File: src/design/kvlp_pkg.sv
// ----------------------------------------------------------------------------
// Key/value line parser package
// Shared constants, types and character classes of the line parser.
// ----------------------------------------------------------------------------
package kvlp_pkg;

   localparam int MAX_LINE_DEFAULT = 256;
   localparam int SPAN_W = 9;

   localparam logic [7:0] CH_HASH  = 8'h23;
   localparam logic [7:0] CH_QUOTE = 8'h22;
   localparam logic [7:0] CH_EQ    = 8'h3d;
   localparam logic [7:0] CH_UNDER = 8'h5f;
   localparam logic [7:0] CH_SPACE = 8'h20;
   localparam logic [7:0] CH_TAB   = 8'h09;

   typedef enum logic [2:0] {
      PH_LEAD    = 3'd0,
      PH_NAME    = 3'd1,
      PH_PRE_EQ  = 3'd2,
      PH_POST_EQ = 3'd3,
      PH_VALUE   = 3'd4,
      PH_QVALUE  = 3'd5
   } phase_type;

   typedef enum logic [1:0] {
      ST_BLANK  = 2'd0,
      ST_PARSED = 2'd1,
      ST_ERROR  = 2'd2
   } status_type;

   typedef struct packed {
      status_type          status;
      logic [SPAN_W-1:0]   option_pos;
      logic [SPAN_W-1:0]   option_length;
      logic [SPAN_W-1:0]   value_pos;
      logic [SPAN_W-1:0]   value_length;
   } result_type;

   function automatic logic is_blank(input logic [7:0] c);
      return (c == CH_SPACE) || (c == CH_TAB);
   endfunction

   function automatic logic is_name_char(input logic [7:0] c);
      return (c inside {[8'h61:8'h7a], [8'h41:8'h5a], [8'h30:8'h39], CH_UNDER});
   endfunction

endpackage

File: src/design/kvlp_in_stage.sv
// ----------------------------------------------------------------------------
// Key/value line parser input stage
// Registers one character transaction and holds it until the parser takes it.
// ----------------------------------------------------------------------------
module kvlp_in_stage (
   input  logic       clock,
   input  logic       reset,
   input  logic       req_valid,
   output logic       req_stall,
   input  logic [7:0] req_ch,
   input  logic       req_last_char,
   input  logic       go,
   output logic       in_valid,
   output logic [7:0] in_ch,
   output logic       in_last
);

   logic       valid_ff;
   logic [7:0] ch_ff;
   logic       last_ff;

   assign req_stall = valid_ff && !go;

   always_ff @(posedge clock) begin
      if (reset) begin
         valid_ff <= 1'b0;
      end else if (!req_stall) begin
         valid_ff <= req_valid;
      end
   end

   always_ff @(posedge clock) begin
      if (req_valid && !req_stall) begin
         ch_ff   <= req_ch;
         last_ff <= req_last_char;
      end
   end

   assign in_valid = valid_ff;
   assign in_ch    = ch_ff;
   assign in_last  = last_ff;

endmodule

File: src/design/kvlp_parse.sv
// ----------------------------------------------------------------------------
// Key/value line parser step
// Phase machine and span registers; updated once per character and
// producing the result on the last character of a line.
// ----------------------------------------------------------------------------
module kvlp_parse #(
   parameter int MAX_LINE = kvlp_pkg::MAX_LINE_DEFAULT
) (
   input  logic                clock,
   input  logic                reset,
   input  logic                go,
   input  logic [7:0]          ch,
   input  logic                last,
   output logic                res_valid,
   output kvlp_pkg::result_type res
);

   localparam int PW   = $clog2(MAX_LINE + 1);
   localparam int WIDE = (PW > kvlp_pkg::SPAN_W) ? PW : kvlp_pkg::SPAN_W;

   kvlp_pkg::phase_type phase_ff, phase_in;
   logic [PW-1:0] pos_ff, pos_in;
   logic          inq_ff, inq_in;
   logic          cut_ff, cut_in;
   logic [PW-1:0] name_start_ff, name_start_in;
   logic [PW-1:0] name_count_ff, name_count_in;
   logic [PW-1:0] val_start_ff, val_start_in;
   logic          quoted_ff, quoted_in;
   logic [PW-1:0] lnb_ff, lnb_in;
   logic [PW-1:0] lq_ff, lq_in;
   logic          lq_seen_ff, lq_seen_in;
   logic          err_ff, err_in;

   always_comb begin
      logic          live;
      logic [PW-1:0] pos1;
      logic [PW-1:0] vlen;
      logic [WIDE-1:0] wide;
      phase_in      = phase_ff;
      pos_in        = pos_ff;
      inq_in        = inq_ff;
      cut_in        = cut_ff;
      name_start_in = name_start_ff;
      name_count_in = name_count_ff;
      val_start_in  = val_start_ff;
      quoted_in     = quoted_ff;
      lnb_in        = lnb_ff;
      lq_in         = lq_ff;
      lq_seen_in    = lq_seen_ff;
      err_in        = err_ff;
      live          = 1'b0;
      pos1          = pos_ff + PW'(1);
      vlen          = '0;
      wide          = '0;
      res           = '0;
      res.status    = kvlp_pkg::ST_BLANK;

      if (pos_ff >= PW'(MAX_LINE)) begin
         err_in = 1'b1;
      end else begin
         pos_in = pos1;
         live   = !cut_ff;
         if (live) begin
            if (ch == kvlp_pkg::CH_QUOTE) begin
               inq_in = !inq_ff;
            end else if (ch == kvlp_pkg::CH_HASH && !inq_ff) begin
               cut_in = 1'b1;
               live   = 1'b0;
            end
         end
         if (live) begin
            if (!kvlp_pkg::is_blank(ch)) begin
               lnb_in = pos1;
            end
            if (!err_ff) begin
               case (phase_ff)
                  kvlp_pkg::PH_LEAD: begin
                     if (kvlp_pkg::is_name_char(ch)) begin
                        phase_in      = kvlp_pkg::PH_NAME;
                        name_start_in = pos_ff;
                        name_count_in = PW'(1);
                     end else if (!kvlp_pkg::is_blank(ch)) begin
                        err_in = 1'b1;
                     end
                  end
                  kvlp_pkg::PH_NAME: begin
                     if (kvlp_pkg::is_name_char(ch)) begin
                        name_count_in = name_count_ff + PW'(1);
                     end else if (kvlp_pkg::is_blank(ch)) begin
                        phase_in = kvlp_pkg::PH_PRE_EQ;
                     end else if (ch == kvlp_pkg::CH_EQ) begin
                        phase_in = kvlp_pkg::PH_POST_EQ;
                     end else begin
                        err_in = 1'b1;
                     end
                  end
                  kvlp_pkg::PH_PRE_EQ: begin
                     if (ch == kvlp_pkg::CH_EQ) begin
                        phase_in = kvlp_pkg::PH_POST_EQ;
                     end else if (!kvlp_pkg::is_blank(ch)) begin
                        err_in = 1'b1;
                     end
                  end
                  kvlp_pkg::PH_POST_EQ: begin
                     if (ch == kvlp_pkg::CH_QUOTE) begin
                        phase_in     = kvlp_pkg::PH_QVALUE;
                        quoted_in    = 1'b1;
                        val_start_in = pos1;
                     end else if (!kvlp_pkg::is_blank(ch)) begin
                        phase_in     = kvlp_pkg::PH_VALUE;
                        val_start_in = pos_ff;
                     end
                  end
                  kvlp_pkg::PH_QVALUE: begin
                     if (ch == kvlp_pkg::CH_QUOTE) begin
                        lq_in      = pos_ff;
                        lq_seen_in = 1'b1;
                     end
                  end
                  default: begin
                  end
               endcase
            end
         end
      end

      if (last) begin
         if (err_in) begin
            res.status = kvlp_pkg::ST_ERROR;
         end else begin
            case (phase_in)
               kvlp_pkg::PH_LEAD: begin
                  res.status = kvlp_pkg::ST_BLANK;
               end
               kvlp_pkg::PH_POST_EQ: begin
                  res.status = kvlp_pkg::ST_PARSED;
                  wide       = WIDE'(lnb_in);
                  res.value_pos = wide[kvlp_pkg::SPAN_W-1:0];
               end
               kvlp_pkg::PH_VALUE: begin
                  res.status = kvlp_pkg::ST_PARSED;
                  vlen       = lnb_in - val_start_in;
               end
               kvlp_pkg::PH_QVALUE: begin
                  if (lq_seen_in) begin
                     res.status = kvlp_pkg::ST_PARSED;
                     vlen       = lq_in - val_start_in;
                  end else begin
                     res.status = kvlp_pkg::ST_ERROR;
                  end
               end
               default: begin
                  res.status = kvlp_pkg::ST_ERROR;
               end
            endcase
            if (res.status == kvlp_pkg::ST_PARSED) begin
               if (phase_in != kvlp_pkg::PH_POST_EQ) begin
                  wide = WIDE'(val_start_in);
                  res.value_pos = wide[kvlp_pkg::SPAN_W-1:0];
                  wide = WIDE'(vlen);
                  res.value_length = wide[kvlp_pkg::SPAN_W-1:0];
               end
               wide = WIDE'(name_start_in);
               res.option_pos = wide[kvlp_pkg::SPAN_W-1:0];
               wide = WIDE'(name_count_in);
               res.option_length = wide[kvlp_pkg::SPAN_W-1:0];
            end
         end
         phase_in      = kvlp_pkg::PH_LEAD;
         pos_in        = '0;
         inq_in        = 1'b0;
         cut_in        = 1'b0;
         name_start_in = '0;
         name_count_in = '0;
         val_start_in  = '0;
         quoted_in     = 1'b0;
         lnb_in        = '0;
         lq_in         = '0;
         lq_seen_in    = 1'b0;
         err_in        = 1'b0;
      end
   end

   assign res_valid = go && last;

   always_ff @(posedge clock) begin
      if (reset) begin
         phase_ff      <= kvlp_pkg::PH_LEAD;
         pos_ff        <= '0;
         inq_ff        <= 1'b0;
         cut_ff        <= 1'b0;
         name_start_ff <= '0;
         name_count_ff <= '0;
         val_start_ff  <= '0;
         quoted_ff     <= 1'b0;
         lnb_ff        <= '0;
         lq_ff         <= '0;
         lq_seen_ff    <= 1'b0;
         err_ff        <= 1'b0;
      end else if (go) begin
         phase_ff      <= phase_in;
         pos_ff        <= pos_in;
         inq_ff        <= inq_in;
         cut_ff        <= cut_in;
         name_start_ff <= name_start_in;
         name_count_ff <= name_count_in;
         val_start_ff  <= val_start_in;
         quoted_ff     <= quoted_in;
         lnb_ff        <= lnb_in;
         lq_ff         <= lq_in;
         lq_seen_ff    <= lq_seen_in;
         err_ff        <= err_in;
      end
   end

   a_pos_bound: assert property (@(posedge clock) disable iff (reset)
      pos_ff <= PW'(MAX_LINE))
      else $error("line position ran past the maximum line length");

   a_line_restart: assert property (@(posedge clock) disable iff (reset)
      go && last |=> pos_ff == '0 && phase_ff == kvlp_pkg::PH_LEAD && !err_ff)
      else $error("state not cleared after the end of a line");

   a_name_nonempty: assert property (@(posedge clock) disable iff (reset)
      phase_ff != kvlp_pkg::PH_LEAD |-> name_count_ff != '0)
      else $error("option name phase left with an empty name");

   a_spans_zero: assert property (@(posedge clock) disable iff (reset)
      res_valid && res.status != kvlp_pkg::ST_PARSED |->
         res.option_pos == '0 && res.option_length == '0 &&
         res.value_pos == '0 && res.value_length == '0)
      else $error("spans reported on a line that did not parse");

   a_quoted_phase: assert property (@(posedge clock) disable iff (reset)
      phase_ff == kvlp_pkg::PH_QVALUE |-> quoted_ff)
      else $error("quoted value phase without the quoted flag");

endmodule

File: src/design/kvlp_out_stage.sv
// ----------------------------------------------------------------------------
// Key/value line parser output stage
// Result register of the line parser, held while the receiver stalls.
// ----------------------------------------------------------------------------
module kvlp_out_stage (
   input  logic                 clock,
   input  logic                 reset,
   input  logic                 res_valid,
   input  kvlp_pkg::result_type res,
   output logic                 out_free,
   output logic                 rsp_valid,
   input  logic                 rsp_stall,
   output kvlp_pkg::result_type rsp_res
);

   logic                 valid_ff;
   kvlp_pkg::result_type res_ff;

   assign out_free = !valid_ff || !rsp_stall;

   always_ff @(posedge clock) begin
      if (reset) begin
         valid_ff <= 1'b0;
      end else if (res_valid) begin
         valid_ff <= 1'b1;
      end else if (!rsp_stall) begin
         valid_ff <= 1'b0;
      end
   end

   always_ff @(posedge clock) begin
      if (res_valid) begin
         res_ff <= res;
      end
   end

   assign rsp_valid = valid_ff;
   assign rsp_res   = res_ff;

endmodule

File: src/design/key_value_line_parser_unit.sv
// ----------------------------------------------------------------------------
// Key/value line parser unit
// Parses "name = value" configuration lines one character per transaction.
// ----------------------------------------------------------------------------
// The block takes one character per clock cycle while req_stall is low
// and returns one result per line: the character flagged as last passes
// from the input register through the phase machine into the result
// register. Characters keep flowing while a result waits; the input side
// stalls only when a line's last character reaches the phase machine while
// the previous result is still held by a stalled receiver. Lines longer
// than MAX_LINE characters report a parse error.
module key_value_line_parser_unit #(
   parameter int MAX_LINE = kvlp_pkg::MAX_LINE_DEFAULT
) (
   input  logic       clock,
   input  logic       reset,
   input  logic       req_valid,
   output logic       req_stall,
   input  logic [7:0] req_ch,
   input  logic       req_last_char,
   output logic       rsp_valid,
   input  logic       rsp_stall,
   output logic [1:0] rsp_status,
   output logic [kvlp_pkg::SPAN_W-1:0] rsp_option_pos,
   output logic [kvlp_pkg::SPAN_W-1:0] rsp_option_length,
   output logic [kvlp_pkg::SPAN_W-1:0] rsp_value_pos,
   output logic [kvlp_pkg::SPAN_W-1:0] rsp_value_length
);

   logic                 in_valid;
   logic [7:0]           in_ch;
   logic                 in_last;
   logic                 go;
   logic                 out_free;
   logic                 res_valid;
   kvlp_pkg::result_type res;
   kvlp_pkg::result_type rsp_res;

   assign go = in_valid && (!in_last || out_free);

   kvlp_in_stage u_in (
      .clock         (clock),
      .reset         (reset),
      .req_valid     (req_valid),
      .req_stall     (req_stall),
      .req_ch        (req_ch),
      .req_last_char (req_last_char),
      .go            (go),
      .in_valid      (in_valid),
      .in_ch         (in_ch),
      .in_last       (in_last)
   );

   kvlp_parse #(
      .MAX_LINE (MAX_LINE)
   ) u_parse (
      .clock     (clock),
      .reset     (reset),
      .go        (go),
      .ch        (in_ch),
      .last      (in_last),
      .res_valid (res_valid),
      .res       (res)
   );

   kvlp_out_stage u_out (
      .clock     (clock),
      .reset     (reset),
      .res_valid (res_valid),
      .res       (res),
      .out_free  (out_free),
      .rsp_valid (rsp_valid),
      .rsp_stall (rsp_stall),
      .rsp_res   (rsp_res)
   );

   assign rsp_status        = rsp_res.status;
   assign rsp_option_pos    = rsp_res.option_pos;
   assign rsp_option_length = rsp_res.option_length;
   assign rsp_value_pos     = rsp_res.value_pos;
   assign rsp_value_length  = rsp_res.value_length;

endmodule
File: config.mk
export PLATFORM = sky130hd
export DESIGN_NAME = key_value_line_parser_unit
export DESIGN_NICKNAME = d
export VERILOG_FILES = /design/src/design/kvlp_pkg.sv /design/src/design/kvlp_in_stage.sv /design/src/design/kvlp_parse.sv /design/src/design/kvlp_out_stage.sv /design/src/design/key_value_line_parser_unit.sv
export SDC_FILE = /design/constraint.sdc
export NUM_CORES = 1
export LEC_CHECK = 0
export BUFFER_PORTS_ARGS = -buffer_cell sky130_fd_sc_hd__buf_2
export CORE_UTILIZATION = 42
export DETAILED_ROUTE_END_ITERATION = 8
export SLEW_MARGIN = 20
export SYNTH_ARGS = -nofsm -noshare
export SYNTH_HDL_FRONTEND = slang
export SYNTH_SLANG_ARGS = --single-unit
File: constraint.sdc
create_clock -name clock -period 7.5 [get_ports clock]
set_clock_uncertainty 0.15 [all_clocks]
set_input_delay 1.5 -clock clock [delete_from_list [all_inputs] [get_ports clock]]
set_output_delay 1.5 -clock clock [all_outputs]
set_load 0.02 [all_outputs]
==> results of run 1 <==
[worst max-delay path by stage]
stage | end | startpoint | cells past startpoint | slack [ns]
detailed placement | u_out.rsp_res[6]$_SDFFCE_PP0P_ | u_in.in_ch[1]$_DFFE_PP_ | 16 | 2.50
global route | u_out.rsp_res[6]$_SDFFCE_PP0P_ | u_in.in_ch[1]$_DFFE_PP_ | 16 | 2.28
global placement | u_out.rsp_res[6]$_SDFFCE_PP0P_ | u_in.in_ch[1]$_DFFE_PP_ | 16 | 2.63
CTS | u_out.rsp_res[6]$_SDFFCE_PP0P_ | u_in.in_ch[1]$_DFFE_PP_ | 16 | 2.46
floorplan | u_out.rsp_res[8]$_SDFFCE_PP0P_ | u_parse.cut_ff$_SDFFE_PP0P_ | 18 | 3.17
finish | u_out.rsp_res[8]$_SDFFCE_PP0P_ | u_in.in_ch[2]$_DFFE_PP_ | 15 | 2.71
[sequential cells by signal (all words and copies together), names as in the netlist, 3 cells and up]
name	cells
u_in.in_ch	8
u_out.rsp_res	38
u_parse.lnb_ff	9
u_parse.lq_ff	9
u_parse.name_count_ff	9
u_parse.name_start_ff	9
u_parse.phase_ff	3
u_parse.pos_ff	9
u_parse.val_start_ff	9
[per-stage QoR]
stage	utilization [%]	total power [mW]
6_report	48.1	1.20
3_5_place_dp	45.9	0.728
3_3_place_gp	45.9	0.726
4_1_cts	48.0	1.21
5_1_grt	48.1	1.24
2_1_floorplan	-	0.704
[metal layers]
metal	wire length (um)	GRT usage [%]	vias up
li1	-	-	2535
met1	7430	30.0	2375
met2	6230	30.9	127
met3	713	2.60	18
met4	330	9.15	0
met5	0	0	-
[critical path, stage by stage (launching register included)]
cell	delay [ns]
edfxtp_1	0.50
nor4_4	0.47
nand3_1	0.29
or4_1	0.82
a21oi_1	0.30
ha_1	0.20
inv_1	0.05
fa_1	0.39
a21oi_1	0.16
nor2b_1	0.08
o21a_1	0.19
o21a_1	0.18
o41ai_1	0.35
xnor2_1	0.13
a22oi_1	0.20
nor2_1	0.05
[final cells by class]
cell class,count,area (sq um),share of cell area [%]
clock buffer,11,233,3.45
clock inverter,5,60.1,0.890
inverter,24,90.1,1.33
multi-input combinational,520,3170,47.0
sequential,110,2670,39.6
tap,180,225,3.34
timing repair buffer,57,300,4.45
[cell usage in the layout, fill, tap and decap left out, drive strengths merged, types with 4 or more instances in the layout]
master and instances:
or3 9, inv 24, clkbuf 11, xnor2 21, nand3 14, nand4 5, a31oi 5, nor2 113
mux2i 4, nand2 74, and3 6, a211oi 6, nor2b 12, dfxtp 63, o21ai 41, ha 20
edfxtp 47, o22ai 10, a2bb2oi 6, nor4 6, xor2 9, a21oi 57, buf 57, a22oi 34
and2 4, nor3 13
[report_power, final]
group	internal (mW)	switching [mW]
Clock	0.260	0.223
Combinational	0.0218	0.0520
Sequential	0.630	0.0103
Total	0.912	0.285
[cell families (layout without fill, tap and decap cells)]
family | Yosys count | in the layout
buf+inv | 68 | 97
simple gates | 280 | 280
compound gates | 184 | 184
xor+xnor | 30 | 30
fa+ha+maj | 22 | 22
mux | 4 | 4
flops | 110 | 110
==> flow_metrics.py, run 1 <==
metrics = {
    "outcome": {
        "status": "completed",
    },
    "clock_network": {
        "cts_max_path_buffers": 2,
        "clkSinkCount": 110,
        "hold_buffers": 0,
        "root_buffer": "clkbuf_16",
        "cts_tree": "done",
        "cts_resized": 0,
        "clkSlewWorstSetupHoldPaths_ns": 0.07,
        "cts_buffers": 9,
        "clock_latency_ns": 0.36,
        "htreeDepth": 3,
        "post_cts_buffers": 0,
    },
    "yosys": {
        "yosys_warnings": 0,
        "synthSimpleGateAreaFrac_pct": 22.3,
        "synth_compound_gate_area_share_pct": 19.5,
        "muxShareOfSynthArea_pct": 0.655,
        "synth_nets": 733,
        "synth_top_family_by_area": "simple AND/OR/NAND/NOR gates",
        "synth-main-ff-cell": "dfxtp_1",
        "synth_xor_area_share_pct": 4.30,
        "syn-instance-count": 698,
        "seq_area_frac_synth_pct": 43.8,
        "synth_top_area_share_pct": 23.1,
        "synth_edf_count": 47,
        "synth-adder-area-share_pct": 4.75,
        "synth-async-reset-ratio_pct": 0,
        "synth_common_cells": "nor2_1, nand2_1, dfxtp_1",
        "netlist_area_sq_um": 6110,
        "synth_most_common_cell": "nor2_1",
        "ys_types": 69,
        "ys_seq_elements": 110,
        "yosysTopAreaCell": "edfxtp_1",
        "synthTopCellsByArea": "edfxtp_1, dfxtp_1, nor2_1",
        "avgSynthCellArea_sq_um": 8.75,
    },
    "critical_path": {
        "rr_startpoint": "u_in.in_ch[2]$_DFFE_PP_",
        "rr_worst_depth": 15,
        "critPathMaxFanout": 12,
        "cp_data_required_time_ns": 7.43,
        "worstPathArrival_ns": 4.72,
        "critPathCaptureType": "flip-flop",
        "worstSetupPathType": "reg2reg",
        "rr_endpoint": "u_out.rsp_res[8]$_SDFFCE_PP0P_",
        "start_kind": "flip-flop",
        "reg2reg_slack_ns": 2.71,
    },
    "place": {
        "dpl.hpwl_um": 10300,
        "portBuffers": 52,
        "gp_congestion": 0.868,
        "pre_cts_slack_ns": 2.50,
        "dp.cells": 891,
        "postPlaceCellArea_sq_um": 6450,
    },
    "hold_path": {
        "min_to": "u_parse.lq_ff[8]$_SDFFE_PP0P_",
        "hold_depth": 1,
        "hold_path_class": "reg2reg",
        "hp-start": "u_parse.lq_ff[8]$_SDFFE_PP0P_",
    },
    "timing": {
        "final.setup.tns_ns": 0,
        "worst_slew_pin_slew_ns": 0.938,
        "setup_slack_ns": 2.71,
        "finalCriticalPeriod_ns": 4.79,
        "post-route-period-util_pct": 63.9,
        "finalSetupViolations": 0,
        "hold_slack_ns": 0.328,
        "slew_headroom_pct": 36.9,
        "rsz0062_at_grt": "false",
        "hold_viol_final": 0,
        "drv_slew": 0,
        "fmax_mhz": 209,
    },
    "layout": {
        "antenna_cells": 0,
        "final_net_count": 757,
        "final_cells": 907,
        "fin_area_sq_um": 6750,
        "layout-drive-gt1-share_pct": 14.0,
        "fill_cells": 1353,
        "syn2layout_area_growth_pct": 10.5,
    },
    "floorplanning": {
        "start_util_pct": 43.5,
        "coreArea_sq_um": 14000,
        "die_x_um": 123,
        "dieArea_sq_um": 15000,
        "rows": 43,
        "die_height_um": 123,
        "io_pins": 53,
    },
    "route": {
        "via_count": 5055,
        "finalWirelength_um": 14700,
        "vias_per_cell": 5.57,
        "avgRoutedWirePerCell_um": 16.2,
        "drtIter0Drc": 385,
        "ant_nets": 0,
        "dr.pass1.iters": 5,
        "drc": 0,
    },
    "job": {
        "maxCapViolCount": 0,
    },
    "grt": {
        "grt-ovfl-total": 0,
        "grt_usage_pct": 20.8,
        "grt_pass1_vias": 4667,
        "grt_max_degree": 60,
        "grt_antenna_before_repair": 0,
        "grt_first_pass_wirelength_um": 24100,
    },
    "power_and_ir_drop": {
        "leakage_nw": 2.27,
        "peakVddDrop_v": 0.000119,
        "power_density_nw_per_um2": 177,
    },
}
Note: power is estimated with default switching activity, not from simulation.
==> inputs of run 2 (changes only) <==
==> constraint.sdc (replaced) <==
create_clock -name clock -period 4.3 [get_ports clock]
set_clock_uncertainty 0.15 [all_clocks]
set_input_delay 0.86 -clock clock [delete_from_list [all_inputs] [get_ports clock]]
set_output_delay 0.86 -clock clock [all_outputs]
set_load 0.02 [all_outputs]
==> run 2 against run 1 <==
Sequential share of layout area is 1.8 points lower. Routed wire length is 3.6% higher. Via count is 3.7% higher. Clock power is 82% higher. Die area stayed put. Clock-buffer cell count is 1 higher. Flip-flop and latch count stayed put. Final cell count is 3.7% higher. Final area is 4.7% higher. Critical path depth is 2 higher. Setup slack worse by 2.4 ns.
==> flow_metrics.py, run 2 (synthesized netlist as in run 1, its figures left out) <==
metrics = {
    "layout": {
        "syn2layout_area_growth_pct": 15.6,
        "layout_common_cells": "nor2_1, nand2_1, dfxtp_1",
        "largest_reg_flops": 38,
        "antenna_cells": 0,
        "final_net_count": 791,
        "fin_area_sq_um": 7060,
        "final_cells": 941,
        "final_common_cell": "nor2_1",
        "layout-drive-gt1-share_pct": 18.7,
    },
    "clock_network": {
        "clkSinkCount": 110,
        "cts_max_path_buffers": 2,
        "root_buffer": "clkbuf_16",
        "cts_tree": "done",
        "clkSlewWorstSetupHoldPaths_ns": 0.07,
        "cts_buffers": 9,
        "clock_latency_ns": 0.36,
        "htreeDepth": 3,
        "hold_buffers": 0,
    },
    "power_and_ir_drop": {
        "leakage_nw": 2.46,
        "power_density_nw_per_um2": 303,
        "finalPower_mw": 2.14,
        "peakVddDrop_v": 0.000280,
    },
    "grt": {
        "grt_first_pass_wirelength_um": 25200,
        "grt_usage_pct": 21.6,
        "grt_max_degree": 41,
        "grt-ovfl-total": 0,
        "grt_antenna_before_repair": 0,
        "grt_pass1_vias": 4945,
    },
    "floorplanning": {
        "dieArea_sq_um": 15000,
        "die_x_um": 123,
        "rows": 43,
        "start_util_pct": 43.5,
        "io_pins": 53,
        "coreArea_sq_um": 14000,
        "die_height_um": 123,
    },
    "timing": {
        "slew_headroom_pct": 40.9,
        "finalCriticalPeriod_ns": 4.01,
        "setup_slack_ns": 0.289,
        "post-route-period-util_pct": 93.3,
        "finalSetupViolations": 0,
        "hold_viol_final": 0,
        "worst_slew_pin_slew_ns": 0.885,
        "drv_slew": 0,
        "fmax_mhz": 249,
        "rsz0062_at_grt": "true",
    },
    "route": {
        "drc": 0,
        "via_count": 5243,
        "ant_nets": 0,
        "dr.pass1.iters": 6,
        "avgRoutedWirePerCell_um": 16.2,
        "vias_per_cell": 5.57,
        "drtIter0Drc": 396,
        "finalWirelength_um": 15200,
    },
    "critical_path": {
        "reg2reg_slack_ns": 0.29,
        "rr_startpoint": "u_parse.err_ff$_SDFFE_PP0P_",
        "worstPathArrival_ns": 3.97,
        "startpoint": "u_parse.err_ff$_SDFFE_PP0P_",
        "cp_data_required_time_ns": 4.26,
        "crit_end": "u_out.rsp_res[8]$_SDFFCE_PP0P_",
        "critPathCaptureType": "flip-flop",
        "rr_endpoint": "u_out.rsp_res[8]$_SDFFCE_PP0P_",
        "rr_worst_depth": 17,
        "critPathMaxFanout": 5,
        "start_kind": "flip-flop",
        "worstSetupPathType": "reg2reg",
    },
    "place": {
        "pre_cts_slack_ns": 0.0877,
        "portBuffers": 52,
        "gp_congestion": 0.837,
        "dpl.hpwl_um": 10800,
        "dp.cells": 923,
        "postPlaceCellArea_sq_um": 6690,
    },
    "hold_path": {
        "hold_path_class": "reg2reg",
    },
    "outcome": {
        "status": "completed",
    },
    "job": {
        "maxCapViolCount": 0,
    },
}
run 2: critical path, stage by stage (launching register included):
cell	delay [ns]
dfxtp_1	0.33
or4_1	0.56
a31o_2	0.27
nor3_4	0.25
buf_6	0.17
nor2_1	0.04
a21oi_1	0.16
ha_1	0.20
inv_1	0.06
fa_1	0.40
a21oi_1	0.14
nor2b_1	0.07
o21a_1	0.18
o21a_1	0.19
o41ai_2	0.23
xnor2_1	0.12
a22oi_1	0.20
nor2_1	0.05
run 2: final cells by class:
type | count | area (sq um)
Clock inverter | 4 | 42.5
Timing Repair Buffer | 91 | 557
Sequential cell | 110 | 2670
Clock buffer | 12 | 268
Inverter | 24 | 90.1
Tap cell | 180 | 225
Fill cell | 1353 | 6980
Multi-Input combinational cell | 520 | 3210
run 2: worst min path at each step:
stage,from,end,slack (ns),depth (start not counted)
floorplan,u_parse.name_start_ff[8]$_SDFFE_PP0P_,u_parse.name_start_ff[8]$_SDFFE_PP0P_,0.27,2
global placement,u_parse.name_start_ff[8]$_SDFFE_PP0P_,u_parse.name_start_ff[8]$_SDFFE_PP0P_,0.29,2
detailed placement,u_parse.name_start_ff[8]$_SDFFE_PP0P_,u_parse.name_start_ff[8]$_SDFFE_PP0P_,0.30,2
CTS,u_parse.name_start_ff[8]$_SDFFE_PP0P_,u_parse.name_start_ff[8]$_SDFFE_PP0P_,0.31,2
global route,u_parse.lq_ff[8]$_SDFFE_PP0P_,u_parse.lq_ff[8]$_SDFFE_PP0P_,0.36,1
finish,u_parse.name_start_ff[8]$_SDFFE_PP0P_,u_parse.name_start_ff[8]$_SDFFE_PP0P_,0.31,2
run 2: power breakdown:
| group | leakage, nW | switching, mW | internal (mW) |
|---|---|---|---|
| logic | 1.34 | 0.100 | 0.0471 |
| clock network | 0.153 | 0.380 | 0.499 |
| registers | 0.967 | 0.0132 | 1.10 |
run 2: repair_timing:
item                                    CTS  global route
resized for setup                         0            15
endpoints found under the setup margin    0             4
setup buffers                             0             2
run 2: metal layers:
layer  up-vias  global-route usage, %  share of wire [%]
li1       2603                      -                  -
met1      2495                   31.5                 51
met2       131                   32.3                 43
met3        14                   3.95                4.7
met4         0                   6.25                1.2
met5         -                      0                  0
run 2: stage by stage:
step | utilization (%) | TNS (ns) | hold slack [ns]
finish | 50.3 | 0 | 0.309
global route | 50.3 | -0.0502 | 0.358
CTS | 49.8 | 0 | 0.310
detailed placement | 47.6 | 0 | 0.298
global placement | 47.6 | 0 | 0.291
floorplan | - | 0 | 0.268
